===== src/hw/rtl/lge_pkg.sv =====
// shared types and constants for the life grid generation engine
package lge_pkg;

  localparam int CFG_IDX_W = 2;
  localparam int DIM_W     = 7;
  localparam int CMD_W     = 2;
  localparam int COORD_W   = 6;
  localparam int STAT_W    = 2;
  localparam int CNT_W     = 4;
  localparam int BIG_W     = 9;

  // command codes
  localparam logic [CMD_W-1:0] CMD_CLEAR = 2'd0;
  localparam logic [CMD_W-1:0] CMD_SET   = 2'd1;
  localparam logic [CMD_W-1:0] CMD_STEP  = 2'd2;
  localparam logic [CMD_W-1:0] CMD_READ  = 2'd3;

  // status codes
  localparam logic [STAT_W-1:0] ST_OK  = 2'd0;
  localparam logic [STAT_W-1:0] ST_ROW = 2'd1;
  localparam logic [STAT_W-1:0] ST_COL = 2'd2;

  // configuration register indexes
  localparam logic [CFG_IDX_W-1:0] REG_ACTIVE_ROWS = 2'd0;
  localparam logic [CFG_IDX_W-1:0] REG_ACTIVE_COLS = 2'd1;

  // b3/s23 neighbor counts
  localparam logic [CNT_W-1:0] NB_BIRTH = 4'd3;
  localparam logic [CNT_W-1:0] NB_KEEP  = 4'd2;

  localparam logic [DIM_W-1:0] DIM_RESET = 7'd64;

  typedef struct packed {
    logic [CMD_W-1:0]   command;
    logic [COORD_W-1:0] cell_row;
    logic [COORD_W-1:0] cell_col;
  } lge_in_t;

  typedef struct packed {
    logic              cell_alive;
    logic [STAT_W-1:0] status;
  } lge_out_t;

  // per-cycle control broadcast to every row cell
  typedef struct packed {
    logic clear;
    logic shift;
    logic set;
  } lge_cell_ctl_t;

  // zero reads as one, anything above the maximum reads as the maximum
  function automatic logic [DIM_W-1:0] clamp_dim(logic [DIM_W-1:0] v,
                                                 logic [BIG_W-1:0] maxv);
    logic [DIM_W-1:0] res;
    if (v == '0) begin
      res = DIM_W'(1);
    end else if ({2'b00, v} > maxv) begin
      res = maxv[DIM_W-1:0];
    end else begin
      res = v;
    end
    return res;
  endfunction

endpackage


===== src/hw/rtl/lge_row_cell.sv =====
// one row of the grid: a row word that shifts toward the head of the ring
module lge_row_cell #(
  parameter int COLS = 64
) (
  input  logic                  clk,
  input  logic                  rst_n,
  input  lge_pkg::lge_cell_ctl_t ctl,
  input  logic                  row_hit,
  input  logic [COLS-1:0]       col_onehot,
  input  logic [COLS-1:0]       shift_in,
  output logic [COLS-1:0]       word,
  output logic                  rd_bit
);
  import lge_pkg::*;

  logic [COLS-1:0] word_r;
  logic [COLS-1:0] word_nxt;

  always_comb begin
    word_nxt = word_r;
    priority if (ctl.clear) begin
      word_nxt = '0;
    end else if (ctl.shift) begin
      word_nxt = shift_in;
    end else if (ctl.set && row_hit) begin
      word_nxt = word_r | col_onehot;
    end else begin
      word_nxt = word_r;
    end
  end

  always_ff @(posedge clk) begin
    if (!rst_n) begin
      word_r <= '0;
    end else begin
      word_r <= word_nxt;
    end
  end

  assign word   = word_r;
  assign rd_bit = row_hit & (|(word_r & col_onehot));

endmodule


===== config.mk =====
export PLATFORM = sky130hd
export DESIGN_NAME = lge_row_cell
export DESIGN_NICKNAME = d
export VERILOG_FILES = /design/src/hw/rtl/lge_pkg.sv /design/src/hw/rtl/lge_row_cell.sv
export SDC_FILE = /design/constraint.sdc
export NUM_CORES = 1
export LEC_CHECK = 0
export BUFFER_PORTS_ARGS = -buffer_cell sky130_fd_sc_hd__buf_2
export CAP_MARGIN = 20
export CORE_ASPECT_RATIO = 1.75
export CORE_MARGIN = 1.5
export CORE_UTILIZATION = 45
export DETAILED_ROUTE_END_ITERATION = 6
export GPL_ROUTABILITY_DRIVEN = 0
export PLACE_DENSITY = 0.94
export SYNTH_ARGS = -nofsm -noshare
export SYNTH_HDL_FRONTEND = slang
export SYNTH_SLANG_ARGS = --single-unit

===== constraint.sdc =====
create_clock -name clk -period 3.4 [get_ports clk]
set_input_delay 0.34 -clock clk [delete_from_list [all_inputs] [get_ports clk]]
set_output_delay 0.34 -clock clk [all_outputs]
set_load 0.02 [all_outputs]

==> results of run 1 <==
[synth_stat cells]
master | instances | area share, %
a21oi_1 | 128 | 22
nor2_1 | 128 | 16
dfxtp_1 | 64 | 44
a22oi_1 | 14 | 3.6
buf_2 | 12 | 2.1
a22o_1 | 9 | 2.7
clkbuf_1 | 9 | 1.2
buf_6 | 7 | 2.7
a221oi_1 | 5 | 1.5
nand4_1 | 5 | 1.1
a221oi_2 | 4 | 2.1
nor3_1 | 2 | 0.34
a21boi_1 | 1 | 0.26
and2_1 | 1 | 0.21
nand2b_1 | 1 | 0.21
nand3_1 | 1 | 0.17
[report_power, final]
part | total, W | internal, W | switching [W] | leakage, nW
Combinational | 0.000334 | 0.000144 | 0.000190 | 1.37
Sequential | 0.000802 | 0.000779 | 0.0000228 | 0.522
Clock | 0.000716 | 0.000432 | 0.000285 | 0.106
Total | 0.00185 | 0.00135 | 0.000497 | 2.00
[critical path, stage by stage, from the launching register on]
cell	delay, ns
dfxtp_1	0.33
a22o_1	0.21
a221oi_1	0.30
nand4_1	0.16
nor3_1	0.18
a21boi_1	0.11
buf_2	0.18
[cell families (layout without fill, tap and decap cells)]
family	after synthesis	after routing	share of synthesized area [%]
compound gates	161	161	32.0
simple gates	138	138	18.4
flops	64	64	43.7
buf+inv	28	217	5.90
[area by class of cell]
type	count	area, µm²	share of cell area [%]
Timing Repair Buffer	201	1050	25.4
Tap cell	80	100	2.42
Clock inverter	5	80.1	1.94
Sequential cell	64	1280	31.0
Clock buffer	11	141	3.42
Multi-Input combinational cell	299	1480	35.8
[routing by layer]
| layer | wire (µm) | vias to the layer above | part of all wire, % |
|---|---|---|---|
| met5 | 0 | - | 0 |
| met3 | 559 | 32 | 5.7 |
| met4 | 374 | 0 | 3.8 |
| li1 | - | 1748 | - |
| met1 | 3690 | 1637 | 38 |
| met2 | 5200 | 154 | 53 |
[metrics by stage]
step / power [W] / hold WS (ns) / util [%]
after detailed placement: 0.00114 / 0.577 / 62.0
after floorplan: 0.00100 / 0.479 / -
after global routing: 0.00193 / 0.222 / 66.3
after global placement: 0.00113 / 0.566 / 62.0
final: 0.00185 / 0.235 / 66.3
after CTS: 0.00186 / 0.220 / 65.5
[worst paths after layout]
| path | endpoint | start | cells after the start |
|---|---|---|---|
| setup / recovery | rd_bit | word[54] | 6 |
| hold / removal | word[60] | shift_in[60] | 3 |
| setup reg to reg | word[11] | word[11] | 4 |
| hold reg to reg | word[25] | word[25] | 4 |
==> impl_metrics.ini, run 1 <==
[floorplan]
dieHeight_um = 110
io-pin-count = 199
die_x_um = 64.0
die-area_mm2 = 0.00702
core_mm2 = 0.00623
placementRows = 38
start_util_pct = 47.0

[sta]
timing.setup.tns_ns = 0
drv_slew = 0
fmax_ghz = 0.470
hold_viol = 0
setup_viol = 0
worstMarginPinSlew_ns = 0.628
setup_ws_ns = 1.27
finalCritPeriodShare_pct = 62.6
final.min_clock_period_ns = 2.13
rsz0062_at_grt = false
slew_headroom_pct = 58.1
fin_worst_skew_ns = 0

[clocking]
cts_made_buffers = 9
clock_path_buffers = 2
cts.clk_slew.worst_paths_ns = 0.07
root_buffer = clkbuf_8
cts_tree = built
cts_sinks = 64
insertion_delay_ns = 0.33
cts_resized = 0
cts_setup_buffers = 0
htree_levels = 3
ctsHoldBuffers = 0

[synthesis]
syn_area_per_cell_um2 = 7.49
syn_nets = 525
netlist_instances = 391
yosysWarnings = 0
synth_area_mm2 = 0.00293
synth_cell_types = 16
synth.ff_latch_count = 64
ys_seq_area_share_pct = 43.7

[flow_run]
maxCapViolCount = 0

[global_routing]
gr-total-overflow = 0
met1_usage_pct = 28.5
antenna_found_initial = 0
track_usage_pct = 26.9
use_met2_pct = 48.2
grt_max_degree = 129
grt_pass1_vias = 3307
grtUsageMet3_pct = 6.45
grt-busiest-layer = met2
grt_pass1_wl_um = 14700

[setup_path]
cp-end-kind = output port
crit_fanout = 3
r2r_slack_ns = 2.53
worstSetupStartpointType = flip-flop
critPathKind = flip-flop to output port
worstPathArrival_ns = 1.79
cp.required_ns = 3.06

[cells_and_area]
stdcell_area_mm2 = 0.00413
layout_common_cells = 197 x buf_2, 128 x a21oi_1, 128 x nor2_1
fillerInstances = 533
instances_no_fill = 660
final_common_cell = buf_2
largest_reg_flops = 64
layout-drive-gt1-share_pct = 38.3
fin_nets = 709
n_antenna_cell = 0
syn_to_final_growth_pct = 41.0

[min_path]
holdCritPathClass = primary input to flip-flop

[placed_design]
dp_worst_setup_slack_ns = 1.38
dp_cells = 642
hpwl_um = 7440
port_buffers = 198
placed_area_mm2 = 0.00386

[routing]
via_per_inst = 5.41
ant_nets = 0
wire_per_inst_um = 14.9
drc = 0
drtPass1Iterations = 5
vias = 3571
postRouteWirelength_um = 9820
drtIter0Drc = 195

[status]
outcome = finished clean

[power]
vdd_drop_max_uv = 484
p_per_area_mw_per_mm2 = 448
leakage_nw = 2.00
(Power assumes the default switching activity.)
==> inputs of run 2 (changes only) <==
Settings changed: CORE_UTILIZATION 45 to 38, PLACE_DENSITY 0.94 to 0.85.
Clock period 3.4 ns to 1.9 ns, I/O delays scaled along.
==> run 2 against run 1 <==
The run now ends with setup timing left; routed wire length up 5.1%; via count up 0.48%; power up 100%; global-route usage down 2.3 points; setup slack worse by 1.3 ns; flip-flop and latch count unchanged; largest cell class unchanged; highest routed layer unchanged.
==> impl_metrics.ini, run 2 (synthesized netlist as in run 1, its figures left out) <==
[status]
outcome = finished with violations
violations = setup timing

[placed_design]
placed_area_mm2 = 0.00394
hpwl_um = 7850
port_buffers = 198
dp_worst_setup_slack_ns = 0.135

[sta]
hold_viol = 0
finalCritPeriodShare_pct = 100
slew_headroom_pct = 72.6
setup_viol = 1
final.min_clock_period_ns = 1.90
worstMarginPinSlew_ns = 0.411
rsz0062_at_grt = true
whs_ns = 0.0955
drv_slew = 0
timing.setup.tns_ns = -0.00124
fmax_ghz = 0.526
setup_ws_ns = -0.00124
fin_worst_skew_ns = 0

[power]
power_switching_w = 0.000945
p_per_area_mw_per_mm2 = 882
pwr-share-clk_pct = 45.7
comb_power_share_pct = 16.4
vdd_drop_max_uv = 813
p_int_w = 0.00285
switching_share_pct = 24.9
leakage_nw = 2.07
power_frac_seq_pct = 37.9

[floorplan]
core_mm2 = 0.00751
io-pin-count = 199
die-area_mm2 = 0.00826
die_x_um = 69.4
start_util_pct = 39.0
placementRows = 42
dieHeight_um = 119

[clocking]
cts.clk_slew.worst_paths_ns = 0.05
htree_levels = 3
clock_path_buffers = 2
root_buffer = clkbuf_16
cts_tree = built
cts_sinks = 64
insertion_delay_ns = 0.32
ctsHoldBuffers = 0
cts_made_buffers = 9
cts_setup_buffers = 0

[setup_path]
worstPathArrival_ns = 1.71
cp-end-kind = output port
r2r-start = word[52]
cpPeakStageDelay_ns = 0.32
path_cells = a22o_1, a221oi_2, nand4_1, nor3_2, a21boi_1, buf_2
cp.required_ns = 1.71
crit_slowest_cell = dfxtp_1
critPathKind = flip-flop to output port
reg2reg_depth = 4
worstSetupStartpointType = flip-flop
crit_fanout = 3
r2r_slack_ns = 1.04
regToRegEndpoint = word[52]

[min_path]
min-delay-start = shift_in[29]
hold_path_end = word[29]
hold_depth = 3
holdCritPathClass = primary input to flip-flop

[global_routing]
use_met2_pct = 45.9
track_usage_pct = 24.6
met1_usage_pct = 25.5
grt_pass1_wl_um = 16000
antenna_found_initial = 0
grtUsageMet3_pct = 5.08
grt_pass1_vias = 3350
grt-busiest-layer = met2
gr-total-overflow = 0
grt_max_degree = 65

[cells_and_area]
n_antenna_cell = 0
syn_to_final_growth_pct = 46.6
stdcell_area_mm2 = 0.00430
fillerInstances = 701
layout_common_cells = 197 x buf_2, 128 x a21oi_1, 128 x nor2_1
multiInputGateArea_mm2 = 0.00152
largest_reg_flops = 64
fin_nets = 711
final_common_cell = buf_2
layout-drive-gt1-share_pct = 39.3
seqCellArea_mm2 = 0.00128

[routing]
drtPass1Iterations = 4
drtIter0Drc = 191
ant_nets = 0
vias = 3588
drc = 0
via_per_inst = 5.36
wire_per_inst_um = 15.4
postRouteWirelength_um = 10300

[flow_run]
maxCapViolCount = 0
## run 2: cell types whose count changed in the layout (fill, tap and decap cells not counted), moves of 5 or more
cell       before  now
clkbuf_16       0    9
clkbuf_8       10    1
a221oi_1        5    0
a221oi_2        4    9
## run 2: final cells by class
| cell class | count | area share (%) |
|---|---|---|
| multi-input combinational | 299 | 35.4 |
| sequential | 64 | 29.8 |
| timing repair buffer | 203 | 24.9 |
| clock buffer | 13 | 5.83 |
| tap | 88 | 2.56 |
| clock inverter | 3 | 1.51 |
## run 2: timing repair
item / 4_1_cts / 5_1_grt
cloned: 0 / 0
pin swaps: 2 / 0
endpoints found under the setup margin: 1 / 1
gates resized for setup: 5 / 2
## run 2: critical path, delay by kind of cell, from the launching register on
family                 cells  cell delay [ns]
AO/OA/AOI/OAI              3             0.57
buffers and inverters      1             0.17
flip-flops                 1             0.32
AND/OR/NAND/NOR            2             0.33
## run 2: per-stage QoR
stage,instances,utilization [%],power (W)
floorplan,391,-,0.00180
global placement,654,52.4,0.00205
detailed placement,654,52.4,0.00207
CTS,670,57.0,0.00382
global route,670,57.2,0.00394
finish,670,57.2,0.00379
## run 2: worst max path at each step
stage	start	to	cells after the start
after floorplan	word[37]	rd_bit	5
after global placement	col_onehot[53]	rd_bit	7
after detailed placement	col_onehot[53]	rd_bit	7
after CTS	word[44]	rd_bit	6
after global routing	word[21]	rd_bit	6
final	word[53]	rd_bit	6
## run 2: power groups by stage
stage	clock, W	combinational (W)	sequential, W
4_1_cts	0.00177	0.000617	0.00144
3_3_place_gp	0	0.000589	0.00146
3_5_place_dp	0	0.000605	0.00146
6_report	0.00173	0.000620	0.00144
2_1_floorplan	0	0.000275	0.00152
5_1_grt	0.00182	0.000682	0.00144
## run 2: layer usage
metal / vias to the layer above / routed length, µm
li1: 1753 / -
met5: - / 0
met2: 167 / 5550
met1: 1632 / 3750
met3: 36 / 577
met4: 0 / 442
==> inputs of run 3 (changes only) <==
Settings changed: RECOVER_POWER from default to 50.
==> run 3 against run 2 <==
The run now ends clean; largest cell class unchanged; utilization down 0.25 points; non-clock buffer count did not move; flip-flop and latch count is the same; setup slack gained 0.0088 ns; sequential power about the same; worst hold slack worse by 0.0012 ns; clock power barely moved; clock skew is the same; fmax grew 0.46%; count of clock-buffer cells in the layout did not move; critical endpoint unchanged; die area stayed put; global-route usage did not move.
==> impl_metrics.ini, run 3 (synthesized netlist as in run 1, its figures left out) <==
[sta]
fin_worst_skew_ns = 0
timing.setup.tns_ns = 0
drv_slew = 0
finalCritPeriodShare_pct = 99.6
worstMarginPinSlew_ns = 1.31
slew_headroom_pct = 12.3
rsz0062_at_grt = true
setup_viol = 0
final.min_clock_period_ns = 1.89
hold_viol = 0
fmax_ghz = 0.528

[global_routing]
grt_pass1_vias = 3350
track_usage_pct = 24.6
grt_pass1_wl_um = 16000
grt_max_degree = 65
gr-total-overflow = 0
antenna_found_initial = 0

[cells_and_area]
instances_no_fill = 670
fillerInstances = 706
largest_reg_flops = 64
layout_common_cells = 194 x buf_2, 128 x a21oi_1, 128 x nor2_1
n_antenna_cell = 0
syn_to_final_growth_pct = 46.0
layout-drive-gt1-share_pct = 38.8
fin_nets = 711
final_common_cell = buf_2
postLayoutCoreUtil_pct = 56.9

[clocking]
insertion_delay_ns = 0.32
cts.clk_slew.worst_paths_ns = 0.05
htree_levels = 3
cts_made_buffers = 9
cts_sinks = 64
ctsHoldBuffers = 0
clock_path_buffers = 2
root_buffer = clkbuf_16
cts_tree = built

[routing]
vias = 3584
drtPass1Iterations = 5
postRouteWirelength_um = 10300
via_per_inst = 5.35
drtIter0Drc = 203
ant_nets = 0
drc = 0
wire_per_inst_um = 15.4

[setup_path]
worstPathArrival_ns = 1.70
cp.required_ns = 1.71
critPathKind = flip-flop to output port
worstSetupStartpointType = flip-flop
cp-end-kind = output port
crit_fanout = 3

[floorplan]
die_x_um = 69.4
dieHeight_um = 119
die-area_mm2 = 0.00826
core_mm2 = 0.00751
io-pin-count = 199
placementRows = 42
start_util_pct = 39.0

[power]
vdd_drop_max_uv = 813
leakage_nw = 2.06
p_per_area_mw_per_mm2 = 886

[status]
outcome = finished clean

[min_path]
holdCritPathClass = primary input to flip-flop

[placed_design]
port_buffers = 198
dp_cells = 654
hpwl_um = 7850

[flow_run]
maxCapViolCount = 0
[run 3: per-layer routing]
layer | up-vias | wire (µm) | global-route usage, %
met3 | 32 | 586 | 5.08
met4 | 0 | 371 | 11.6
li1 | 1750 | - | -
met5 | - | 0 | 0
met2 | 163 | 5660 | 45.9
met1 | 1639 | 3720 | 25.5
[run 3: area by class of cell]
cell class	instances	area (µm²)	share of cell area (%)
Clock buffer	13	250	5.85
Sequential cell	64	1280	30.0
Timing Repair Buffer	203	1050	24.5
Clock inverter	3	65.1	1.52
Multi-Input combinational cell	299	1520	35.5
Tap cell	88	110	2.57
[run 3: worst paths after layout]
path | cells after the start | to | from | slack [ns]
setup / recovery | 6 | rd_bit | word[53] | 0.008
hold reg to reg | 4 | word[25] | word[25] | 0.62
setup reg to reg | 4 | word[52] | word[52] | 1.03
hold / removal | 3 | word[29] | shift_in[29] | 0.09
[run 3: worst max-delay path: stages (launching register included)]
cell      delay, ns
dfxtp_1        0.32
a22o_1         0.23
a221oi_2       0.26
nand4_1        0.17
nor3_2         0.16
a21boi_1       0.08
buf_2          0.17
[run 3: per-stage QoR]
stage	hold slack, ns	setup slack (ns)	instance area [µm²]	total power (W)
finish	0.0943	0.00754	4280	0.00379
global route	0.0982	-0.0752	4280	0.00394
CTS	0.0823	-0.0311	4280	0.00382
detailed placement	0.427	0.135	3940	0.00207
global placement	0.417	0.179	3940	0.00205
floorplan	0.329	0.507	2930	0.00180
[run 3: power by group]
group / switching, W / total, W / internal (W)
Sequential: 0.0000412 / 0.00144 / 0.00140
Clock: 0.000552 / 0.00173 / 0.00118
Combinational: 0.000352 / 0.000615 / 0.000263
[run 3: repair_timing]
action                                 4_1_cts  5_1_grt
pin swaps                                    2        0
setup endpoints to repair                    1        1
gates resized for setup                      5        2
setup buffers                                0        0
endpoints found under the hold margin        0        0
