<file path="config.mk">
export PLATFORM = sky130hd
export DESIGN_NAME = lge_rule
export DESIGN_NICKNAME = d
export VERILOG_FILES = /design/src/hw/rtl/lge_pkg.sv /design/src/hw/rtl/lge_rule.sv
export SDC_FILE = /design/constraint.sdc
export NUM_CORES = 1
export LEC_CHECK = 0
export ABC_CLOCK_PERIOD_IN_PS = 9200
export BUFFER_PORTS_ARGS = -buffer_cell sky130_fd_sc_hd__buf_2
export CORE_ASPECT_RATIO = 1.25
export CORE_MARGIN = 4
export CORE_UTILIZATION = 35
export DETAILED_ROUTE_END_ITERATION = 12
export PLACE_DENSITY = 0.67
export SLEW_MARGIN = 10
export SYNTH_ARGS = -nofsm -noshare
export SYNTH_HDL_FRONTEND = slang
export SYNTH_SLANG_ARGS = --single-unit
</file>
<file path="constraint.sdc">
create_clock -name vclk -period 9.2
set_clock_uncertainty 0.2 [all_clocks]
set_input_delay 2.3 -clock vclk [all_inputs]
set_output_delay 2.3 -clock vclk [all_outputs]
set_load 0.02 [all_outputs]
</file>
<file path="src/hw/rtl/lge_pkg.sv">
// shared types and constants for the life grid generation engine
package lge_pkg;

  localparam int CFG_IDX_W = 2;
  localparam int DIM_W     = 7;
  localparam int CMD_W     = 2;
  localparam int COORD_W   = 6;
  localparam int STAT_W    = 2;
  localparam int CNT_W     = 4;
  localparam int BIG_W     = 9;

  // command codes
  localparam logic [CMD_W-1:0] CMD_CLEAR = 2'd0;
  localparam logic [CMD_W-1:0] CMD_SET   = 2'd1;
  localparam logic [CMD_W-1:0] CMD_STEP  = 2'd2;
  localparam logic [CMD_W-1:0] CMD_READ  = 2'd3;

  // status codes
  localparam logic [STAT_W-1:0] ST_OK  = 2'd0;
  localparam logic [STAT_W-1:0] ST_ROW = 2'd1;
  localparam logic [STAT_W-1:0] ST_COL = 2'd2;

  // configuration register indexes
  localparam logic [CFG_IDX_W-1:0] REG_ACTIVE_ROWS = 2'd0;
  localparam logic [CFG_IDX_W-1:0] REG_ACTIVE_COLS = 2'd1;

  // b3/s23 neighbor counts
  localparam logic [CNT_W-1:0] NB_BIRTH = 4'd3;
  localparam logic [CNT_W-1:0] NB_KEEP  = 4'd2;

  localparam logic [DIM_W-1:0] DIM_RESET = 7'd64;

  typedef struct packed {
    logic [CMD_W-1:0]   command;
    logic [COORD_W-1:0] cell_row;
    logic [COORD_W-1:0] cell_col;
  } lge_in_t;

  typedef struct packed {
    logic              cell_alive;
    logic [STAT_W-1:0] status;
  } lge_out_t;

  // per-cycle control broadcast to every row cell
  typedef struct packed {
    logic clear;
    logic shift;
    logic set;
  } lge_cell_ctl_t;

  // zero reads as one, anything above the maximum reads as the maximum
  function automatic logic [DIM_W-1:0] clamp_dim(logic [DIM_W-1:0] v,
                                                 logic [BIG_W-1:0] maxv);
    logic [DIM_W-1:0] res;
    if (v == '0) begin
      res = DIM_W'(1);
    end else if ({2'b00, v} > maxv) begin
      res = maxv[DIM_W-1:0];
    end else begin
      res = v;
    end
    return res;
  endfunction

endpackage

</file>
<file path="src/hw/rtl/lge_rule.sv">
// b3/s23 update of one row word from its upper, own and lower rows
module lge_rule #(
  parameter int COLS = 64
) (
  input  logic [COLS-1:0] above,
  input  logic [COLS-1:0] mid,
  input  logic [COLS-1:0] below,
  input  logic [COLS-1:0] col_mask,
  input  logic            row_active,
  output logic [COLS-1:0] next_row
);
  import lge_pkg::*;

  logic [COLS+1:0] ap;
  logic [COLS+1:0] mp;
  logic [COLS+1:0] bp;

  // inactive columns and the border read as dead
  assign ap = {1'b0, above & col_mask, 1'b0};
  assign mp = {1'b0, mid & col_mask, 1'b0};
  assign bp = {1'b0, below & col_mask, 1'b0};

  for (genvar j = 0; j < COLS; j++) begin : g_col
    logic [CNT_W-1:0] n;
    logic             live;
    assign n = CNT_W'(ap[j]) + CNT_W'(ap[j+1]) + CNT_W'(ap[j+2])
             + CNT_W'(mp[j]) + CNT_W'(mp[j+2])
             + CNT_W'(bp[j]) + CNT_W'(bp[j+1]) + CNT_W'(bp[j+2]);
    assign live = (n == NB_BIRTH) | ((n == NB_KEEP) & mid[j]);
    assign next_row[j] = (row_active & col_mask[j]) ? live : mid[j];
  end

endmodule

</file>
==> results of run 1 <==
worst min-delay path by stage:
stage,slack [ns],startpoint,endpoint,cells past startpoint
detailed placement,4.77,col_mask[63],next_row[63],3
CTS,4.77,col_mask[63],next_row[63],3
finish,4.78,col_mask[61],next_row[61],3
floorplan,4.58,col_mask[0],next_row[0],1
global route,4.80,col_mask[61],next_row[61],3
global placement,4.76,col_mask[63],next_row[63],3
logic make-up after synthesis:
| family | synth area share |
|---|---|
| XOR/XNOR | 0.0410 |
| adder cells (fa/ha/maj) | 0.486 |
| AO/OA/AOI/OAI | 0.203 |
| AND/OR/NAND/NOR | 0.187 |
| buffers and inverters | 0.0831 |
cells in the mapped netlist (all sizes together):
cell type | instances | area [um^2]
and3 | 57 | 357
nand2 | 131 | 492
clkbuf | 5 | 18.8
nand2b | 2 | 12.5
ha | 191 | 2390
a311oi | 57 | 499
buf | 16 | 78.8
o21bai | 57 | 428
nand4b | 2 | 17.5
a21o | 60 | 450
a41oi | 1 | 8.76
a31oi | 66 | 413
xor2 | 57 | 499
and2 | 68 | 425
o21ai | 59 | 295
and3b | 57 | 499
nor2 | 59 | 221
and4b | 1 | 10.0
or3b | 1 | 8.76
fa | 192 | 3840
a21oi | 3 | 15.0
o41ai | 1 | 8.76
xnor2 | 3 | 26.3
a41o | 1 | 10.0
nand4 | 57 | 357
a31o | 3 | 26.3
inv | 258 | 968
a21boi | 58 | 435
a22oi | 1 | 7.51
report_power, final:
part | internal [mW] | switching [mW]
Combinational | 0.505 | 0.678
Sequential | 0 | 0
Clock | 0.000000131 | 0
Total | 0.505 | 0.678
critical path, cell delays in order:
cell and delay, ns:
buf_2 0.14, nand2_1 0.16, xor2_1 0.20, ha_1 0.28, inv_1 0.05, fa_1 0.48
inv_1 0.05, fa_1 0.48, ha_1 0.24, fa_1 0.50, or3b_2 0.44, a41oi_1 0.20
buf_2 0.20
layout make-up:
type                            count  area, um^2  area share
Tap cell                          480         601      0.0401
Antenna cell                        9        22.5     0.00150
Timing Repair Buffer              323        1630       0.109
Inverter                          258         968      0.0647
Multi-Input combinational cell   1245       11800       0.785
per-stage QoR:
stage	cells	instance area [um^2]
2_1_floorplan	1524	12800
3_3_place_gp	2306	15000
3_5_place_dp	2306	15000
4_1_cts	2306	15000
5_1_grt	2313	15000
6_report	2315	15000
metal layers:
layer / vias to the layer above / GRT usage / part of all wire
met5: - / 0 / 0.0025
met4: 16 / 0.0263 / 0.013
met3: 48 / 0.0310 / 0.072
met2: 285 / 0.313 / 0.51
met1: 5940 / 0.201 / 0.40
li1: 5924 / - / -
==> run summary, run 1 <==
Area growth, synth to finish: 16.8%
Iter 0 DRT Violations: 359
Setup Buffers After CTS: 0
Max Cap Viol: 0
FP Rows: 78
Fmax: 122 MHz
Slew Limit Fails: 0
Status: completed
Kind of end point of the critical path: primary output
Leading cell types in the layout, fill and taps excluded: buf_2, inv_1, fa_1
Final Hold Viols: 0
Final setup fails: 0
Vias in the first global route: 12600
Top-Level Pins: 321
Final WS setup: 1.01 ns
Clk_buf instances: 0
Detail Route Antenna Nets: 0
GRT overflow: 0
Maximum VDD drop: 0.0646 mV
Most common cell after layout, fill and taps aside: buf_2
Worst Path Arrival: 5.69 ns
Crit path kind: in -> out
Final Util: 0.414
Distinct cells, synth: 30
Startpoint class of the critical path: input port
DR DRC count: 0
Setup_tns: 0 ns
Avg Cell Area, Syn: 8.41 um^2
Dpl ws: 0.979 ns
Final period util: 0.891
Die ar.: 39800 um^2
I/O Buffers: 321
Reg area: 0 um^2
Hold Slack: 4.78 ns
Syn Inst Count: 1524
Core Box Area: 36200 um^2
Cell Pwr Density: 79.0 nW/um^2
Fill cell count: 3740
RSZ-0062 raised after global routing: no
First-pass GRT wire length: 57.5 mm
DR WL/cell: 14.8 um
Relative slew slack: 0.304
Final Power: 1.18 mW
Resize count post-CTS: 0
Initial antenna violation count: 18
Slew @ Worst Pin: 1.04 ns
Placer Congestion: 0.844
DP Wirelength: 30.8 mm
Final Critical Period: 8.19 ns
Yosys warnings: 0
FFs & Latches: 0
Crit-path max FO: 7
First-pass DRT Iterations: 4
WP data required: 6.70 ns
Die X: 179 um
Leak Pwr: 8.50 nW
Syn nets: 2164
Share of layout cells above drive strength 1: 0.179
Count of hold-fix buffers inserted at cts: 0
Sequential element share of the synthesized area: 0
Die Y: 222 um
Vias per inst: 5.28
Vias: 12200
Total Wirelength: 34.3 mm
Largest net degree at the start of global routing: 136
Worst setup path endpoint: next_row[62]
Cell Area, Synth: 12800 um^2
Nets: 2468
Gr usage total: 0.168
Initial Util: 0.354
HP Class: in -> out
Crit path from: col_mask[61]
Power figures use the tool's default switching activity.
==> run 2: changes to the inputs <==
Settings changed: CORE_UTILIZATION 35 to 40, PLACE_DENSITY 0.67 to 0.74.
==> run 2 against run 1 <==
Against the previous run: setup slack lost 0.099 ns; cell count shrank 3.1%; flip-flop and latch count is the same; core utilization grew 5.6 points; clock-buffer cell count is the same; critical path type unchanged; critical endpoint unchanged; largest cell class unchanged; largest power group unchanged.
==> run summary, run 2 (same netlist as run 1, synthesis figures left out) <==
Iter 0 DRT Violations: 405 (+13%)
Leak Pwr: 8.50 nW (about the same)
Slew @ Worst Pin: 0.925 ns (-0.119 ns)
Crit-path max FO: 7 (unchanged)
Final period util: 0.901 (+0.0108)
Clk_buf instances: 0 (unchanged)
DP Wirelength: 30.0 mm (-2.7%)
Final non-filler cell total: 2243 (-3.1%)
Final setup fails: 0 (unchanged)
Worst Path Arrival: 5.79 ns (+0.10 ns)
Final Critical Period: 8.29 ns (+0.0990 ns)
Die Y: 208 um (-6.2%)
Gr usage total: 0.183 (+0.0153)
Fmax: 121 MHz (-1.2%)
Crit path kind: in -> out
Hold Slack: 4.76 ns (-0.0165 ns)
Vias: 12200 (-0.25%)
Max Cap Viol: 0 (unchanged)
Placer Congestion: 0.897 (+6.2%)
Startpoint class of the critical path: input port
Top-Level Pins: 321 (unchanged)
Die X: 168 um (-6.2%)
Area growth, synth to finish: 16.1%
Final Hold Viols: 0 (unchanged)
First-pass DRT Iterations: 5 (+1)
Kind of end point of the critical path: primary output
Die ar.: 35000 um^2 (-12%)
RSZ-0062 raised after global routing: no
Relative slew slack: 0.384 (+0.0795)
Largest net degree at the start of global routing: 118 (-13%)
Status: completed
HP Class: in -> out
Resize count post-CTS: 0 (unchanged)
Total Wirelength: 33.3 mm (-3.1%)
Count of hold-fix buffers inserted at cts: 0 (unchanged)
Most common cell after layout, fill and taps aside: buf_2
Vias in the first global route: 12500 (-1.1%)
Slew Limit Fails: 0 (unchanged)
Leading cell types in the layout, fill and taps excluded: buf_2, inv_1, fa_1
Share of layout cells above drive strength 1: 0.179 (unchanged)
Initial Util: 0.405 (+0.0504)
Placed cells: 2238 (-2.9%)
Nets: 2468 (unchanged)
Core Box Area: 31700 um^2 (-12%)
Maximum VDD drop: 0.0693 mV (+7.4%)
Initial antenna violation count: 12 (-6)
DR DRC count: 0 (unchanged)
Detail Route Antenna Nets: 0 (unchanged)
DR WL/cell: 14.8 um (about the same)
Fill cell count: 3139 (-16%)
Final Power: 1.18 mW (-0.36%)
Setup Buffers After CTS: 0 (unchanged)
FFs & Latches: 0 (unchanged)
I/O Buffers: 321 (unchanged)
First-pass GRT wire length: 56.3 mm (-2.1%)
Vias per inst: 5.43 (+3.0%)
Final Util: 0.470 (+0.0559)
Setup_tns: 0 ns (unchanged)
GRT overflow: 0 (unchanged)
Cell Pwr Density: 79.2 nW/um^2 (+0.28%)
FP Rows: 73 (-6.4%)
WP data required: 6.70 ns (about the same)
Reg area: 0 um^2 (unchanged)
## run 2: cell count changes in the layout (fill, tap and decap cells not counted), sizes merged
cell,change
diode,-4
## run 2: path summary, 6_finish.rpt
path              slack [ns]            to    startpoint  cells after the start
hold / removal          4.76  next_row[63]  col_mask[63]                      3
setup / recovery        0.91  next_row[62]  col_mask[61]                     13
## run 2: per-stage QoR
| step | instance area (um^2) | setup slack [ns] |
|---|---|---|
| 2_1_floorplan | 12800 | 1.25 |
| 3_3_place_gp | 14900 | 0.931 |
| 3_5_place_dp | 14900 | 0.892 |
| 4_1_cts | 14900 | 0.886 |
| 5_1_grt | 14900 | 0.763 |
| 6_report | 14900 | 0.908 |
## run 2: critical path: stages
cell     delay [ns]
buf_2          0.14
nand2_1        0.15
xor2_1         0.19
ha_1           0.27
inv_1          0.04
fa_1           0.47
inv_1          0.05
fa_1           0.48
ha_1           0.23
fa_1           0.50
or3b_2         0.44
a41oi_1        0.29
buf_2          0.22
## run 2: layout make-up
class	count	area (um^2)	area share
Antenna cell	5	12.5	0.000841
Tap cell	412	515	0.0346
Timing Repair Buffer	323	1630	0.109
Inverter	258	968	0.0651
Multi-Input combinational cell	1245	11800	0.790
## run 2: report_power, final
part | total [mW] | switching (mW) | leakage [nW] | internal, mW
logic | 1.18 | 0.674 | 8.50 | 0.505
clock network | 0.0000000728 | 0 | 0.0000317 | 0.0000000727
registers | 0 | 0 | 0 | 0
total | 1.18 | 0.674 | 8.50 | 0.505
## run 2: metal layers
metal | global-route usage | part of all wire | vias up
met4 | 0.0255 | 0.016 | 14
met5 | 0 | 0.0025 | -
li1 | - | - | 5930
met1 | 0.222 | 0.40 | 5896
met3 | 0.0300 | 0.066 | 44
met2 | 0.345 | 0.51 | 299
==> run 3: changes to the inputs <==
Settings changed: CAP_MARGIN set to 20, CORE_UTILIZATION 40 to 50, PLACE_DENSITY 0.74 to 0.87.
==> run 3 against run 2 <==
Against the previous run: non-clock buffer count is 1 lower; wire length is 0.14% lower; worst hold slack better by 0.0058 ns; via count is 1.4% higher; flip-flop and latch count stayed put; first-iteration DRC count is 1.2% higher; cell area is 0.60% lower; global-route usage is 4.8 points higher; die area is 19% lower; combinational power hardly changed; critical endpoint unchanged; largest cell class unchanged; highest routed layer unchanged.
==> run summary, run 3 (same netlist as run 1, synthesis figures left out) <==
Placed cells: 2160 (-3.5%)
Pint: 0.508 mW (+0.64%)
First-pass DRT Iterations: 5 (unchanged)
Placed Area: 14800 um^2 (-0.61%)
I/O Buffers: 321 (unchanged)
Reg area: 0 um^2 (unchanged)
Maximum VDD drop: 0.0731 mV (+5.5%)
Final Critical Period: 8.17 ns (-0.119 ns)
Clock group share of total power: 0 (unchanged)
Crit-path max FO: 7 (unchanged)
WP data required: 6.70 ns (about the same)
Startpoint class of the critical path: input port
Crit-path max cell delay: 0.50 ns (about the same)
Critical path's most frequent cell: fa_1
Kind of end point of the critical path: primary output
Cell Pwr Density: 80.4 nW/um^2 (+1.5%)
Resize count post-CTS: 0 (unchanged)
Nets: 2467 (-0.041%)
Area growth, synth to finish: 15.4%
Crit-path slowest cell: fa_1
Top-Level Pins: 321 (unchanged)
Setup_tns: 0 ns (unchanged)
Final Hold Viols: 0 (unchanged)
Vias per inst: 5.70 (+5.0%)
Worst Path Arrival: 5.67 ns (-0.12 ns)
Slew Limit Fails: 0 (unchanged)
GRT overflow: 0 (unchanged)
Cell area after layout: 14800 um^2 (-0.60%)
Share of layout cells above drive strength 1: 0.179 (-0.000450)
Sw frac: 0.573 (+0.00110)
Final WS setup: 1.03 ns (+0.119 ns)
Vias: 12400 (+1.4%)
Vias in the first global route: 13200 (+5.7%)
Die Y: 187 um (-10%)
Comb pwr share: 1.000 (about the same)
Leak Pwr: 8.50 nW (about the same)
Dpl ws: 1.03 ns (+0.140 ns)
Register share of total power: 0 (unchanged)
DR DRC count: 0 (unchanged)
DP Wirelength: 29.8 mm (-0.46%)
Crit path kind: in -> out
Fmax: 122 MHz (+1.5%)
Final period util: 0.888 (-0.0130)
Relative slew slack: 0.362 (-0.0219)
Detail Route Antenna Nets: 0 (unchanged)
Iter 0 DRT Violations: 410 (+1.2%)
RSZ-0062 raised after global routing: no
Initial antenna violation count: 8 (-4)
Gr usage total: 0.231 (+0.0480)
Final non-filler cell total: 2166 (-3.4%)
FFs & Latches: 0 (unchanged)
Status: completed
Initial Util: 0.507 (+0.102)
Core Box Area: 25300 um^2 (-20%)
Die ar.: 28300 um^2 (-19%)
Clk_buf instances: 0 (unchanged)
Total Wirelength: 33.2 mm (-0.14%)
Placer Congestion: 0.876 (-2.3%)
Leading cell types in the layout, fill and taps excluded: buf_2, inv_1, fa_1
First-pass GRT wire length: 56.6 mm (+0.55%)
Max Cap Viol: 0 (unchanged)
Crit-path cells: buf_2 -> nand2_1 -> xor2_1 -> ha_1 -> inv_1 -> fa_1 -> inv_1 -> fa_1 -> ha_1 -> fa_1 -> or3b_2 -> a41oi_1 -> buf_2
DR WL/cell: 15.3 um (+3.4%)
Count of hold-fix buffers inserted at cts: 0 (unchanged)
Psw: 0.682 mW (+1.1%)
FP Rows: 65 (-11%)
Die X: 151 um (-10%)
Largest net degree at the start of global routing: 119 (+0.85%)
Final setup fails: 0 (unchanged)
Slew @ Worst Pin: 0.957 ns (+0.0328 ns)
HP Class: in -> out
Hold Slack: 4.77 ns (+0.00583 ns)
Most common cell after layout, fill and taps aside: buf_2
Setup Buffers After CTS: 0 (unchanged)
run 3: power groups by stage:
stage / Clock [mW] / Combinational [mW] / Sequential, mW
3_5_place_dp: 0 / 1.19 / 0
3_3_place_gp: 0 / 1.12 / 0
2_1_floorplan: 0 / 0.843 / 0
6_report: 0.0000000874 / 1.19 / 0
4_1_cts: 0 / 1.20 / 0
5_1_grt: 0.0000000582 / 1.38 / 0
run 3: worst paths after layout:
check,end,cells after the start,startpoint,slack (ns)
setup / recovery,next_row[62],13,col_mask[61],1.03
hold / removal,next_row[63],3,col_mask[63],4.77
run 3: cell type report:
| cell class | instances | area, um^2 |
|---|---|---|
| multi-input cells | 1245 | 11800 |
| inverters | 258 | 968 |
| well taps | 335 | 419 |
| diodes | 6 | 15.0 |
| fillers | 2236 | 10500 |
| repair buffers | 322 | 1630 |
run 3: metrics by stage:
| stage | power, mW | utilization |
|---|---|---|
| final | 1.19 | 0.585 |
| after global routing | 1.38 | 0.585 |
| after CTS | 1.20 | 0.584 |
| after detailed placement | 1.19 | 0.584 |
| after global placement | 1.12 | 0.584 |
| after floorplan | 0.843 | - |
run 3: routing by layer:
metal	vias to the layer above	routed length, um	global-route usage
met4	6	838	0.0583
li1	5933	-	-
met1	5970	12500	0.261
met2	376	17400	0.439
met3	72	2440	0.0397
met5	-	43	0
run 3: critical path, delay by kind of cell:
| kind | cells | cell delay [ns] |
|---|---|---|
| buffers and inverters | 4 | 0.43 |
| xor gates and xnor gates | 1 | 0.19 |
| adders and majority gates | 5 | 1.95 |
| and+or+nand+nor | 2 | 0.57 |
| AOI/OAI and AO/OA | 1 | 0.22 |
